===== src/rtl/assert_macros.svh =====
// ----------------------------------------------------------------------------
// Assertion macros
// Shared concurrent assertion forms, clocked on clk and held off during reset.
// ----------------------------------------------------------------------------
`ifndef ASSERT_MACROS_SVH
`define ASSERT_MACROS_SVH

// A property that must hold at every clock edge outside reset.
`define ASSERT_ALWAYS(lbl, prop, msg) \
  lbl: assert property (@(posedge clk) disable iff (!rst_n) (prop)) else $error(msg);

// A condition that must be followed by another in the next cycle.
`define ASSERT_NEXT(lbl, ante, cons, msg) \
  lbl: assert property (@(posedge clk) disable iff (!rst_n) (ante) |=> (cons)) else $error(msg);

`endif


===== src/rtl/u8u2_pkg.sv =====
// ----------------------------------------------------------------------------
// u8u2_pkg
// Types and constants shared by the UTF-8 to UCS-2 decoder modules.
// ----------------------------------------------------------------------------
package u8u2_pkg;

  localparam int unsigned ByteW    = 8;
  localparam int unsigned UnitW    = 16;
  localparam int unsigned PendW    = 3;
  localparam int unsigned MaxPend  = 5;

  // One input item as held in the input register.
  typedef struct packed {
    logic [ByteW-1:0] byte_req;
    logic             last;
  } in_item_t;

  // One result item.
  typedef struct packed {
    logic [UnitW-1:0] code_unit;
    logic             unit_valid;
    logic             end_mark;
  } res_item_t;

endpackage


===== src/rtl/u8u2_in_reg.sv =====
// ----------------------------------------------------------------------------
// u8u2_in_reg
// Input register: captures one byte item and hands it to the decoder.
// ----------------------------------------------------------------------------
module u8u2_in_reg (
  input  logic                   clk,
  input  logic                   rst_n,
  input  logic                   in_tvalid,
  output logic                   in_tready,
  input  logic [7:0]             in_tdata,   // [7:0] byte_req
  input  logic                   in_tlast,   // last
  input  logic                   down_ready,
  output logic                   adv,
  output u8u2_pkg::in_item_t     item
);

  logic               s1_v_r;
  u8u2_pkg::in_item_t s1_item_r;

  // The held item moves on whenever the output side has room for a result.
  assign adv       = s1_v_r && down_ready;
  assign in_tready = !s1_v_r || adv;
  assign item      = s1_item_r;

  always_ff @(posedge clk) begin
    if (!rst_n) begin
      s1_v_r <= 1'b0;
    end else if (in_tready) begin
      s1_v_r <= in_tvalid;
    end
  end

  always_ff @(posedge clk) begin
    if (in_tvalid && in_tready) begin
      s1_item_r.byte_req <= in_tdata;
      s1_item_r.last     <= in_tlast;
    end
  end

endmodule


===== src/rtl/u8u2_decode.sv =====
// ----------------------------------------------------------------------------
// u8u2_decode
// Sequence state and per-byte decode logic; one byte is consumed per fire.
// ----------------------------------------------------------------------------
`include "assert_macros.svh"

module u8u2_decode (
  input  logic                   clk,
  input  logic                   rst_n,
  input  logic                   fire,
  input  u8u2_pkg::in_item_t     item,
  output logic                   push,
  output u8u2_pkg::res_item_t    res
);

  logic [u8u2_pkg::PendW-1:0] pend_r, pend_nxt;
  logic [u8u2_pkg::UnitW-1:0] part_r, part_nxt;
  logic                       big_r, big_nxt;
  logic                       bad_r, bad_nxt;
  logic                       stop_r, stop_nxt;
  logic                       have_unit;
  logic [u8u2_pkg::UnitW-1:0] unit;
  logic [u8u2_pkg::ByteW-1:0] b;
  logic                       cont_ok;
  logic [u8u2_pkg::UnitW-1:0] part_sh;
  logic                       big_sh;

  assign b       = item.byte_req;
  assign cont_ok = (b[7:6] == 2'b10);
  // Only the low 16 bits are kept; big marks a value that has passed 0xFFFF,
  // which can only grow from there.
  assign part_sh = {part_r[9:0], b[5:0]};
  assign big_sh  = big_r || (part_r[15:10] != 6'd0);

  always_comb begin
    pend_nxt  = pend_r;
    part_nxt  = part_r;
    big_nxt   = big_r;
    bad_nxt   = bad_r;
    stop_nxt  = stop_r;
    have_unit = 1'b0;
    unit      = '0;
    if (stop_r) begin
      // Everything up to the final byte is ignored.
    end else if (pend_r == '0) begin
      unique casez (b)
        8'b0???????: begin
          if (b == 8'h00) begin
            stop_nxt = 1'b1;
          end else begin
            have_unit = 1'b1;
            unit      = {8'h00, b};
          end
        end
        8'b110?????: begin
          pend_nxt = 3'd1; part_nxt = {11'd0, b[4:0]}; big_nxt = 1'b0; bad_nxt = 1'b0;
        end
        8'b1110????: begin
          pend_nxt = 3'd2; part_nxt = {12'd0, b[3:0]}; big_nxt = 1'b0; bad_nxt = 1'b0;
        end
        8'b11110???: begin
          pend_nxt = 3'd3; part_nxt = {13'd0, b[2:0]}; big_nxt = 1'b0; bad_nxt = 1'b0;
        end
        8'b111110??: begin
          pend_nxt = 3'd4; part_nxt = {14'd0, b[1:0]}; big_nxt = 1'b0; bad_nxt = 1'b0;
        end
        8'b1111110?: begin
          pend_nxt = 3'd5; part_nxt = {15'd0, b[0]}; big_nxt = 1'b0; bad_nxt = 1'b0;
        end
        default: begin
          // Stray continuation byte or 0xFE/0xFF: skipped alone.
        end
      endcase
    end else begin
      if (!cont_ok) begin
        bad_nxt = 1'b1;
      end else if (!bad_r) begin
        part_nxt = part_sh;
        big_nxt  = big_sh;
      end
      pend_nxt = pend_r - 3'd1;
      if (pend_r == 3'd1) begin
        // Surrogate range is 0xD800..0xDFFF.
        if (!bad_nxt && !big_nxt && (part_nxt[15:11] != 5'b11011)) begin
          have_unit = 1'b1;
          unit      = part_nxt;
        end
        part_nxt = '0;
        big_nxt  = 1'b0;
        bad_nxt  = 1'b0;
      end
    end
    if (item.last) begin
      pend_nxt = '0;
      part_nxt = '0;
      big_nxt  = 1'b0;
      bad_nxt  = 1'b0;
      stop_nxt = 1'b0;
    end
  end

  assign push           = fire && (have_unit || item.last);
  assign res.code_unit  = unit;
  assign res.unit_valid = have_unit;
  assign res.end_mark   = item.last;

  always_ff @(posedge clk) begin
    if (!rst_n) begin
      pend_r <= '0;
      part_r <= '0;
      big_r  <= 1'b0;
      bad_r  <= 1'b0;
      stop_r <= 1'b0;
    end else if (fire) begin
      pend_r <= pend_nxt;
      part_r <= part_nxt;
      big_r  <= big_nxt;
      bad_r  <= bad_nxt;
      stop_r <= stop_nxt;
    end
  end

  `ASSERT_ALWAYS(a_pend_max, pend_r <= 3'(u8u2_pkg::MaxPend), "pending count above five")
  `ASSERT_ALWAYS(a_stop_idle, !stop_r || (pend_r == '0), "stopped with a sequence open")
  `ASSERT_NEXT(a_last_clears, fire && item.last, pend_r == '0 && !stop_r && !bad_r,
               "final byte did not clear the sequence state")

endmodule


===== src/rtl/u8u2_out_reg.sv =====
// ----------------------------------------------------------------------------
// u8u2_out_reg
// Result register with a skid entry, so the decoder never waits on out_tready
// combinationally.
// ----------------------------------------------------------------------------
`include "assert_macros.svh"

module u8u2_out_reg (
  input  logic                   clk,
  input  logic                   rst_n,
  input  logic                   push,
  input  u8u2_pkg::res_item_t    res,
  output logic                   can_push,
  output logic                   out_tvalid,
  input  logic                   out_tready,
  output logic [15:0]            out_tdata,  // [15:0] code_unit
  output logic                   out_tuser,  // unit_valid
  output logic                   out_tlast   // end_mark
);

  logic                main_v_r;
  logic                skid_v_r;
  u8u2_pkg::res_item_t main_r;
  u8u2_pkg::res_item_t skid_r;
  logic                main_free;

  assign main_free  = !main_v_r || out_tready;
  assign can_push   = !skid_v_r;
  assign out_tvalid = main_v_r;
  assign out_tdata  = main_r.code_unit;
  assign out_tuser  = main_r.unit_valid;
  assign out_tlast  = main_r.end_mark;

  always_ff @(posedge clk) begin
    if (!rst_n) begin
      main_v_r <= 1'b0;
      skid_v_r <= 1'b0;
    end else if (main_free) begin
      main_v_r <= skid_v_r || push;
      skid_v_r <= skid_v_r && push;
    end else if (push) begin
      skid_v_r <= 1'b1;
    end
  end

  always_ff @(posedge clk) begin
    if (main_free) begin
      if (skid_v_r) begin
        main_r <= skid_r;
        skid_r <= res;
      end else begin
        main_r <= res;
      end
    end else if (push) begin
      skid_r <= res;
    end
  end

  `ASSERT_ALWAYS(a_no_overflow, !(push && skid_v_r), "result pushed into a full buffer")
  `ASSERT_ALWAYS(a_skid_order, !skid_v_r || main_v_r, "skid entry held ahead of main entry")

endmodule


===== src/rtl/utf8_to_ucs2_decoder_top.sv =====
// ----------------------------------------------------------------------------
// utf8_to_ucs2_decoder_top
// UTF-8 byte stream to UCS-2 code unit decoder.
// ----------------------------------------------------------------------------
// Usage:
//   The in_ channel carries one UTF-8 byte per item in in_tdata, with in_tlast
//   high on the final byte of a buffer. The out_ channel carries results:
//   out_tdata is the UCS-2 code unit, out_tuser is high when it holds a
//   decoded character, and out_tlast marks the end of the converted string.
//   Bytes that finish no character and are not final yield no result item.
//   An accepted byte waits in the input register and is decoded from there
//   once the result register has room; its result is then registered. One
//   byte is taken every cycle while the skid entry is empty, through the
//   single registered decode pass between the two registers.
//   The result register has one skid entry. While out_tready stays low,
//   bytes that give no result keep flowing until a second result fills the
//   skid entry; the decoder then stops, and in_tready stays low while a byte
//   waits in the input register.
//   Reset (rst_n low, synchronous) empties both registers and clears the
//   sequence state, as does the final byte of each buffer.
// ----------------------------------------------------------------------------
module utf8_to_ucs2_decoder_top (
  input  logic        clk,
  input  logic        rst_n,
  input  logic        in_tvalid,
  output logic        in_tready,
  input  logic [7:0]  in_tdata,   // [7:0] byte_req
  input  logic        in_tlast,   // last
  output logic        out_tvalid,
  input  logic        out_tready,
  output logic [15:0] out_tdata,  // [15:0] code_unit
  output logic        out_tuser,  // unit_valid
  output logic        out_tlast   // end_mark
);

  logic                down_ready;
  logic                adv;
  logic                push;
  u8u2_pkg::in_item_t  item;
  u8u2_pkg::res_item_t res;

  u8u2_in_reg u_in (
    .clk        (clk),
    .rst_n      (rst_n),
    .in_tvalid  (in_tvalid),
    .in_tready  (in_tready),
    .in_tdata   (in_tdata),
    .in_tlast   (in_tlast),
    .down_ready (down_ready),
    .adv        (adv),
    .item       (item)
  );

  u8u2_decode u_dec (
    .clk   (clk),
    .rst_n (rst_n),
    .fire  (adv),
    .item  (item),
    .push  (push),
    .res   (res)
  );

  u8u2_out_reg u_out (
    .clk        (clk),
    .rst_n      (rst_n),
    .push       (push),
    .res        (res),
    .can_push   (down_ready),
    .out_tvalid (out_tvalid),
    .out_tready (out_tready),
    .out_tdata  (out_tdata),
    .out_tuser  (out_tuser),
    .out_tlast  (out_tlast)
  );

endmodule

===== config.mk =====
export PLATFORM = sky130hd
export DESIGN_NAME = utf8_to_ucs2_decoder_top
export DESIGN_NICKNAME = d
export VERILOG_FILES = /design/src/rtl/u8u2_pkg.sv /design/src/rtl/u8u2_in_reg.sv /design/src/rtl/u8u2_decode.sv /design/src/rtl/u8u2_out_reg.sv /design/src/rtl/utf8_to_ucs2_decoder_top.sv
export VERILOG_INCLUDE_DIRS = /design/src /design/src/rtl
export SDC_FILE = /design/constraint.sdc
export NUM_CORES = 1
export LEC_CHECK = 0
export BUFFER_PORTS_ARGS = -buffer_cell sky130_fd_sc_hd__buf_2
export CAP_MARGIN = 20
export CORE_AREA = 2 2 90 92
export CTS_BUF_LIST = sky130_fd_sc_hd__clkbuf_4
export DETAILED_ROUTE_END_ITERATION = 10
export DIE_AREA = 0 0 92 94
export HOLD_SLACK_MARGIN = 0.05
export PLACE_DENSITY = 0.65
export SYNTH_ARGS = -nofsm -noshare
export SYNTH_HDL_FRONTEND = slang
export SYNTH_HIERARCHICAL = 1
export SYNTH_SLANG_ARGS = --single-unit

===== constraint.sdc =====
create_clock -name clk -period 2.7 [get_ports clk]
set_clock_uncertainty 0.15 [all_clocks]
set_input_delay 0 -clock clk [delete_from_list [all_inputs] [get_ports clk]]
set_output_delay 0 -clock clk [all_outputs]
set_load 0.05 [all_outputs]

==> flow_metrics.tcl, run 1 <==
set metrics [dict create \
    grt_pass1_wl_microns 12000 \
    max_cap_violations 0 \
    io_buffers 32 \
    die_width_microns 92 \
    post_cts_buffers 0 \
    clk_path_buf_depth 2 \
    syn_avg_cell_area_sq_um 11.2 \
    async_flop_share 0 \
    cts_inserted_buffers 9 \
    tightestPinTransition_ps 705 \
    leakage_nw 1.46 \
    drc_errors 0 \
    placed_area_sq_um 3720 \
    status "complete, no violations" \
    synth_edf_count 45 \
    critPathArrivalTime_ps 2330 \
    fmax_ghz 0.421 \
    worstHoldStart "in_tdata[6]" \
    dr.pass1.iters 6 \
    syn_to_final_growth_pct 16.5 \
    end_kind "flip-flop" \
    final_antenna_net_count 0 \
    yosys_warnings 6 \
    setup_viol 0 \
    dp.cells 438 \
    max_slew_margin 0.526 \
    cts.sinks 70 \
    die_area_sq_um 8650 \
    synthFlopType "edfxtp_1" \
    drv_slew 0 \
    initial_utilization 0.447 \
    required_ps 2650 \
    wl_per_cell_microns 15.4 \
    min_period_ps 2380 \
    peakVddDrop_mv 0.247 \
    syn_inst 305 \
    clock-root-buffer "clkbuf_4" \
    hold_slack_ps 165 \
    grt_max_degree 21 \
    fill_cells 686 \
    ys_seq_area_frac 0.544 \
    cp-start-kind "flip-flop" \
    first_global_vias 2474 \
    grt_use_total 0.178 \
    netlist_area_sq_um 3400 \
    finalSetupTns_ps 0 \
    stdcell_area_sq_um 3960 \
    final-hold-violation-count 0 \
    antenna_cells 0 \
    core_sq_um 7610 \
    ctsHoldBuffers 13 \
    p_per_area_nw_per_um2 527 \
    ctsResizeCount 0 \
    cp_max_fo 18 \
    insertion_delay_ps 380 \
    post-route-period-util 0.880 \
    routed_wirelength_microns 7190 \
    cts_tree "done" \
    overflow 0 \
    reg2reg_depth 9 \
    ff2ff_setup_slack_ps 320 \
    stdcell_count 467 \
    fin_nets 376 \
    antenna_found_initial 0 \
    path_clk_slew_ps 110 \
    routed_via_density 5.44 \
    finalPower_mw 2.09 \
    boundaryPins 33 \
    place.gp.congestion 0.934 \
    reg2reg_to "u_out/skid_r[9]" \
    critical_path_class "reg2reg" \
    dr.first_iter.drc_count 222 \
    drive_above_1_share 0.274 \
    die_height_microns 94 \
    synth.distinct_cells 55 \
    synth_nets 321 \
    ys_ff_latch 70 \
    vias 2542 \
    holdPathStages 2 \
    r2r-start "u_dec/pend_r[0]" \
    rsz0062_at_grt "false" \
    hold_end "u_in/item[7]" \
    holdCritPathClass "in2reg" \
    row_count 32 \
    h-tree-depth 3 \
    dp_hpwl_microns 5110 \
]
-- cell families (layout without fill, tap and decap cells) --
family	after synthesis	in the layout	share of synthesized area
simple gates	120	120	0.176
buf+inv	25	85	0.0401
mux	21	21	0.0882
compound gates	66	66	0.141
flops	70	70	0.544
fa+ha+maj	3	3	0.0110
-- flip-flops by register name (all words and copies together), names as in the netlist --
| signal | count |
|---|---|
| u_dec/pend_r | 3 |
| u_in/s1_v_r | 1 |
| u_out/out_tdata | 16 |
| u_dec/part_r | 16 |
| u_out/skid_r | 18 |
| u_dec/big_r | 1 |
| u_out/out_tuser | 1 |
| u_dec/stop_r | 1 |
| u_in/item | 9 |
| u_dec/bad_r | 1 |
| u_out/out_tlast | 1 |
| u_out/out_tvalid | 1 |
| u_out/skid_v_r | 1 |
-- per-stage QoR --
step,util,worst slack [ps]
2_1_floorplan,-,246
5_1_grt,0.521,136
3_3_place_gp,0.490,421
3_5_place_dp,0.490,351
6_report,0.521,324
4_1_cts,0.521,333
-- cells in the final DEF (no fill, tap or decap), drive strengths merged, types with 3 or more instances in the layout --
cell type / Yosys / final
a211oi: 3 / 3
a22oi: 4 / 4
o211ai: 16 / 16
a21oi: 16 / 16
nand3: 9 / 9
nor3b: 3 / 3
dlygate4sd3: 0 / 13
mux2: 18 / 18
ha: 3 / 3
nand2b: 4 / 4
inv: 7 / 7
dfxtp: 25 / 25
a21boi: 4 / 4
nand2: 56 / 56
clkinv: 0 / 5
nand4: 16 / 16
o21ai: 7 / 7
mux2i: 3 / 3
clkbuf: 5 / 9
buf: 13 / 49
nor3: 4 / 4
nor2: 15 / 15
edfxtp: 45 / 45
-- area by class of cell --
class	instances	area (sq um)	area share
multi-input combinational	210	1420	0.358
tap	102	128	0.0322
timing repair buffer	62	430	0.109
sequential	70	1850	0.467
clock buffer	9	67.6	0.0170
clock inverter	7	41.3	0.0104
inverter	7	26.3	0.00663
-- routing by layer --
metal  routed length [microns]  track usage
met5                         0            0
met4                        55       0.0634
met3                       386       0.0377
met2                      3430        0.289
met1                      3320        0.238
-- cells in the mapped netlist, drive strengths merged, types with 5 or more instances --
master	count	area, sq um
a21oi	16	87.6
edfxtp	45	1350
inv	7	26.3
nand3	9	45.0
nand4	16	100
nand2	56	210
mux2	18	267
clkbuf	5	18.8
o211ai	16	120
nor2	15	56.3
buf	13	91.3
o21ai	7	38.8
dfxtp	25	500
-- critical path, cell delays in order, from the launching register on --
cell and delay (ps):
dfxtp_1 360, inv_1 90, ha_1 240, nand2b_1 280, a211oi_1 280, a31oi_1 70
o21ai_0 230, nand2_1 140, o21ai_2 100, buf_12 180
-- worst max-delay path by stage --
stage / from / to / slack (ps) / cells after the start
2_1_floorplan: u_dec/pend_r[0] / u_out/skid_r[0] / 250 / 10
3_3_place_gp: u_dec/part_r[10] / u_out/skid_r[11] / 420 / 7
3_5_place_dp: u_dec/pend_r[0] / u_out/skid_r[12] / 350 / 9
4_1_cts: u_dec/pend_r[0] / u_out/skid_r[7] / 330 / 9
5_1_grt: u_dec/pend_r[1] / u_out/skid_r[7] / 140 / 9
6_report: u_dec/pend_r[0] / u_out/skid_r[9] / 320 / 9
-- report_power, final --
group          internal (mW)  switching [mW]
registers               1.18          0.0216
clock network          0.181           0.368
logic                  0.115           0.218
Note: power is estimated with default switching activity, not from simulation.
==> run 2, diff against run 1 <==
--- a/config.mk
+++ b/config.mk
@@ -6,14 +6,16 @@
 export SDC_FILE = /design/constraint.sdc
 export NUM_CORES = 1
 export LEC_CHECK = 0
+export ABC_AREA = 1
 export BUFFER_PORTS_ARGS = -buffer_cell sky130_fd_sc_hd__buf_2
 export CAP_MARGIN = 20
-export CORE_AREA = 2 2 90 92
+export CORE_AREA = 2 2 91 93
 export CTS_BUF_LIST = sky130_fd_sc_hd__clkbuf_4
 export DETAILED_ROUTE_END_ITERATION = 10
-export DIE_AREA = 0 0 92 94
+export DIE_AREA = 0 0 93 95
 export HOLD_SLACK_MARGIN = 0.05
 export PLACE_DENSITY = 0.65
+export REMOVE_ABC_BUFFERS = 1
 export SYNTH_ARGS = -nofsm -noshare
 export SYNTH_HDL_FRONTEND = slang
 export SYNTH_HIERARCHICAL = 1
==> flow_metrics.tcl, run 2 <==
set metrics [dict create \
    status "complete, no violations" \
    clk_path_buf_depth 2 \
    fill_cells 787 \
    max_slew_margin 0.635 \
    yosysMostFrequentCell "nand2_1" \
    reg2reg_depth 13 \
    top_register "u_out/skid_r" \
    drc_errors 0 \
    core_sq_um 7930 \
    synth_top_area_share 0.390 \
    insertion_delay_ps 410 \
    vias 2732 \
    wl_per_cell_microns 12.3 \
    setup_viol 0 \
    max_cap_violations 0 \
    cp-start-kind "flip-flop" \
    critical_path_class "reg2reg" \
    layout_common_cells "nand2_1, nor2_1, edfxtp_1" \
    first_global_vias 2552 \
    path_clk_slew_ps 120 \
    cts_inserted_buffers 9 \
    dr.pass1.iters 4 \
    leakage_nw 1.80 \
    tightestPinTransition_ps 547 \
    post-route-period-util 0.914 \
    finalPower_mw 2.62 \
    grt_pass1_wl_microns 11700 \
    min_period_ps 2470 \
    synth.distinct_cells 37 \
    holdPathStages 2 \
    row_count 33 \
    worstHoldStart "in_tlast" \
    rsz0062_at_grt "false" \
    synth_common_cells "nand2_1, nor2_1, edfxtp_1, o21ai_0, inv_1" \
    drive_above_1_share 0.176 \
    dp_slack_ps 177 \
    antenna_found_initial 0 \
    reg2reg_to "u_out/skid_v_r" \
    synth_edf_count 45 \
    synthTopCellsByArea "edfxtp_1, dfxtp_1, nand2_1, nor2_1, o21ai_0" \
    hold_end "u_in/item[0]" \
    postLayoutSetupSlackWorst_ps 231 \
    yosys_warnings 6 \
    dr.first_iter.drc_count 181 \
    final-hold-violation-count 0 \
    syn_inst 406 \
    largest_reg_flops 18 \
    die_area_sq_um 8840 \
    dp_hpwl_microns 4940 \
    ff2ff_setup_slack_ps 230 \
    syn_to_final_growth_pct 14.7 \
    layout_commonest_cell "nand2_1" \
    post-route-util 0.501 \
    required_ps 2860 \
    grt_use_total 0.171 \
    ys_ff_latch 70 \
    critPathArrivalTime_ps 2630 \
    netlist_area_sq_um 3460 \
    overflow 0 \
    fin_nets 470 \
    final_antenna_net_count 0 \
    drv_slew 0 \
    place.gp.congestion 0.964 \
    post_cts_buffers 0 \
    routed_wirelength_microns 6960 \
    fmax_ghz 0.405 \
    p_per_area_nw_per_um2 661 \
    boundaryPins 33 \
    grt_max_degree 25 \
    io_buffers 32 \
    cts_tree "done" \
    initial_utilization 0.437 \
    h-tree-depth 3 \
    antenna_cells 0 \
    clock-root-buffer "clkbuf_4" \
    peakVddDrop_mv 0.276 \
    end_kind "flip-flop" \
    cp_max_fo 12 \
    ys_seq_area_frac 0.535 \
    async_flop_share 0 \
    synth_area_leader_cell "edfxtp_1" \
    r2r-start "u_in/item[7]" \
    syn_avg_cell_area_sq_um 8.53 \
    routed_via_density 4.84 \
    die_height_microns 95 \
    cts.sinks 70 \
    synthFlopType "edfxtp_1" \
    holdCritPathClass "in2reg" \
    die_width_microns 93 \
]
## run 2: cell count changes after synthesis, moves of 12 or more
cell and delta:
nand2_1 +44, nor2_1 +54, o21ai_0 +33, inv_1 +28, o211ai_1 -12, mux2_4 -17, nand4_1 -15
## run 2: cells by family (layout without fill, tap and decap cells)
kind of cell / after synthesis / after routing / share of synthesized area
AOI/OAI and AO/OA: 76 / 76 / 0.128
DFF: 70 / 70 / 0.535
muxes: 1 / 1 / 0.00289
buffers and inverters: 59 / 112 / 0.0835
and+or+nand+nor: 197 / 197 / 0.240
adders and majority gates: 3 / 3 / 0.0108
## run 2: worst max path at each step
| stage | from | end | slack (ps) | depth (start not counted) |
|---|---|---|---|---|
| 6_report | u_in/item[7] | u_out/skid_v_r | 230 | 13 |
| 5_1_grt | u_in/item[7] | u_out/skid_v_r | 50 | 13 |
| 4_1_cts | u_in/item[7] | u_out/skid_r[5] | 140 | 9 |
| 3_5_place_dp | u_in/item[7] | u_out/skid_r[16] | 180 | 9 |
| 3_3_place_gp | u_in/item[7] | u_out/skid_r[13] | 230 | 9 |
| 2_1_floorplan | u_dec/pend_r[0] | u_out/skid_r[0] | -90 | 10 |
## run 2: final cells by class
cell class	instances	area [sq um]	area share
Clock inverter	7	73.8	0.0186
Clock buffer	9	67.6	0.0170
Tap cell	105	131	0.0331
Inverter	41	155	0.0391
Sequential cell	70	1850	0.466
Multi-Input combinational cell	277	1320	0.333
Timing Repair Buffer	55	368	0.0926
## run 2: what timing repair did
| item | in CTS | in global routing |
|---|---|---|
| endpoints found under the hold margin | 43 | 0 |
| gates resized for setup | 0 | 1 |
| setup endpoints to repair | 0 | 18 |
| hold buffers | 14 | 0 |
## run 2: through the flow
stage / std cells / hold WS (ps) / area (sq um) / setup TNS (ps)
CTS: 564 / 109 / 3970 / 0
global route: 564 / 122 / 3970 / 0
global placement: 534 / 26.0 / 3690 / 0
finish: 564 / 148 / 3970 / 0
floorplan: 388 / -51.1 / 3330 / -1590
detailed placement: 534 / 28.1 / 3690 / 0
## run 2: report_power, final
group / switching, mW / total (mW) / internal (mW)
registers: 0.0460 / 1.30 / 1.26
logic: 0.459 / 0.644 / 0.184
clock network: 0.393 / 0.678 / 0.285
total: 0.899 / 2.62 / 1.73
## run 2: per-layer routing
| layer | share of wire | GRT usage | vias up |
|---|---|---|---|
| met5 | 0 | 0 | - |
| met4 | 0.032 | 0.104 | 0 |
| met3 | 0.042 | 0.0319 | 17 |
| met2 | 0.45 | 0.271 | 63 |
| met1 | 0.47 | 0.218 | 1232 |
| li1 | - | - | 1420 |
## run 2: worst max-delay path, stage by stage (launching register included)
cell	delay, ps
edfxtp_1	490
nor2_4	180
nand2_4	130
o21ai_2	160
nand2_1	100
o21bai_4	170
nand2_1	60
nand3_1	60
nand2_1	90
inv_1	70
nand2_1	50
inv_1	60
nor2_2	30
dlygate4sd3_1	550
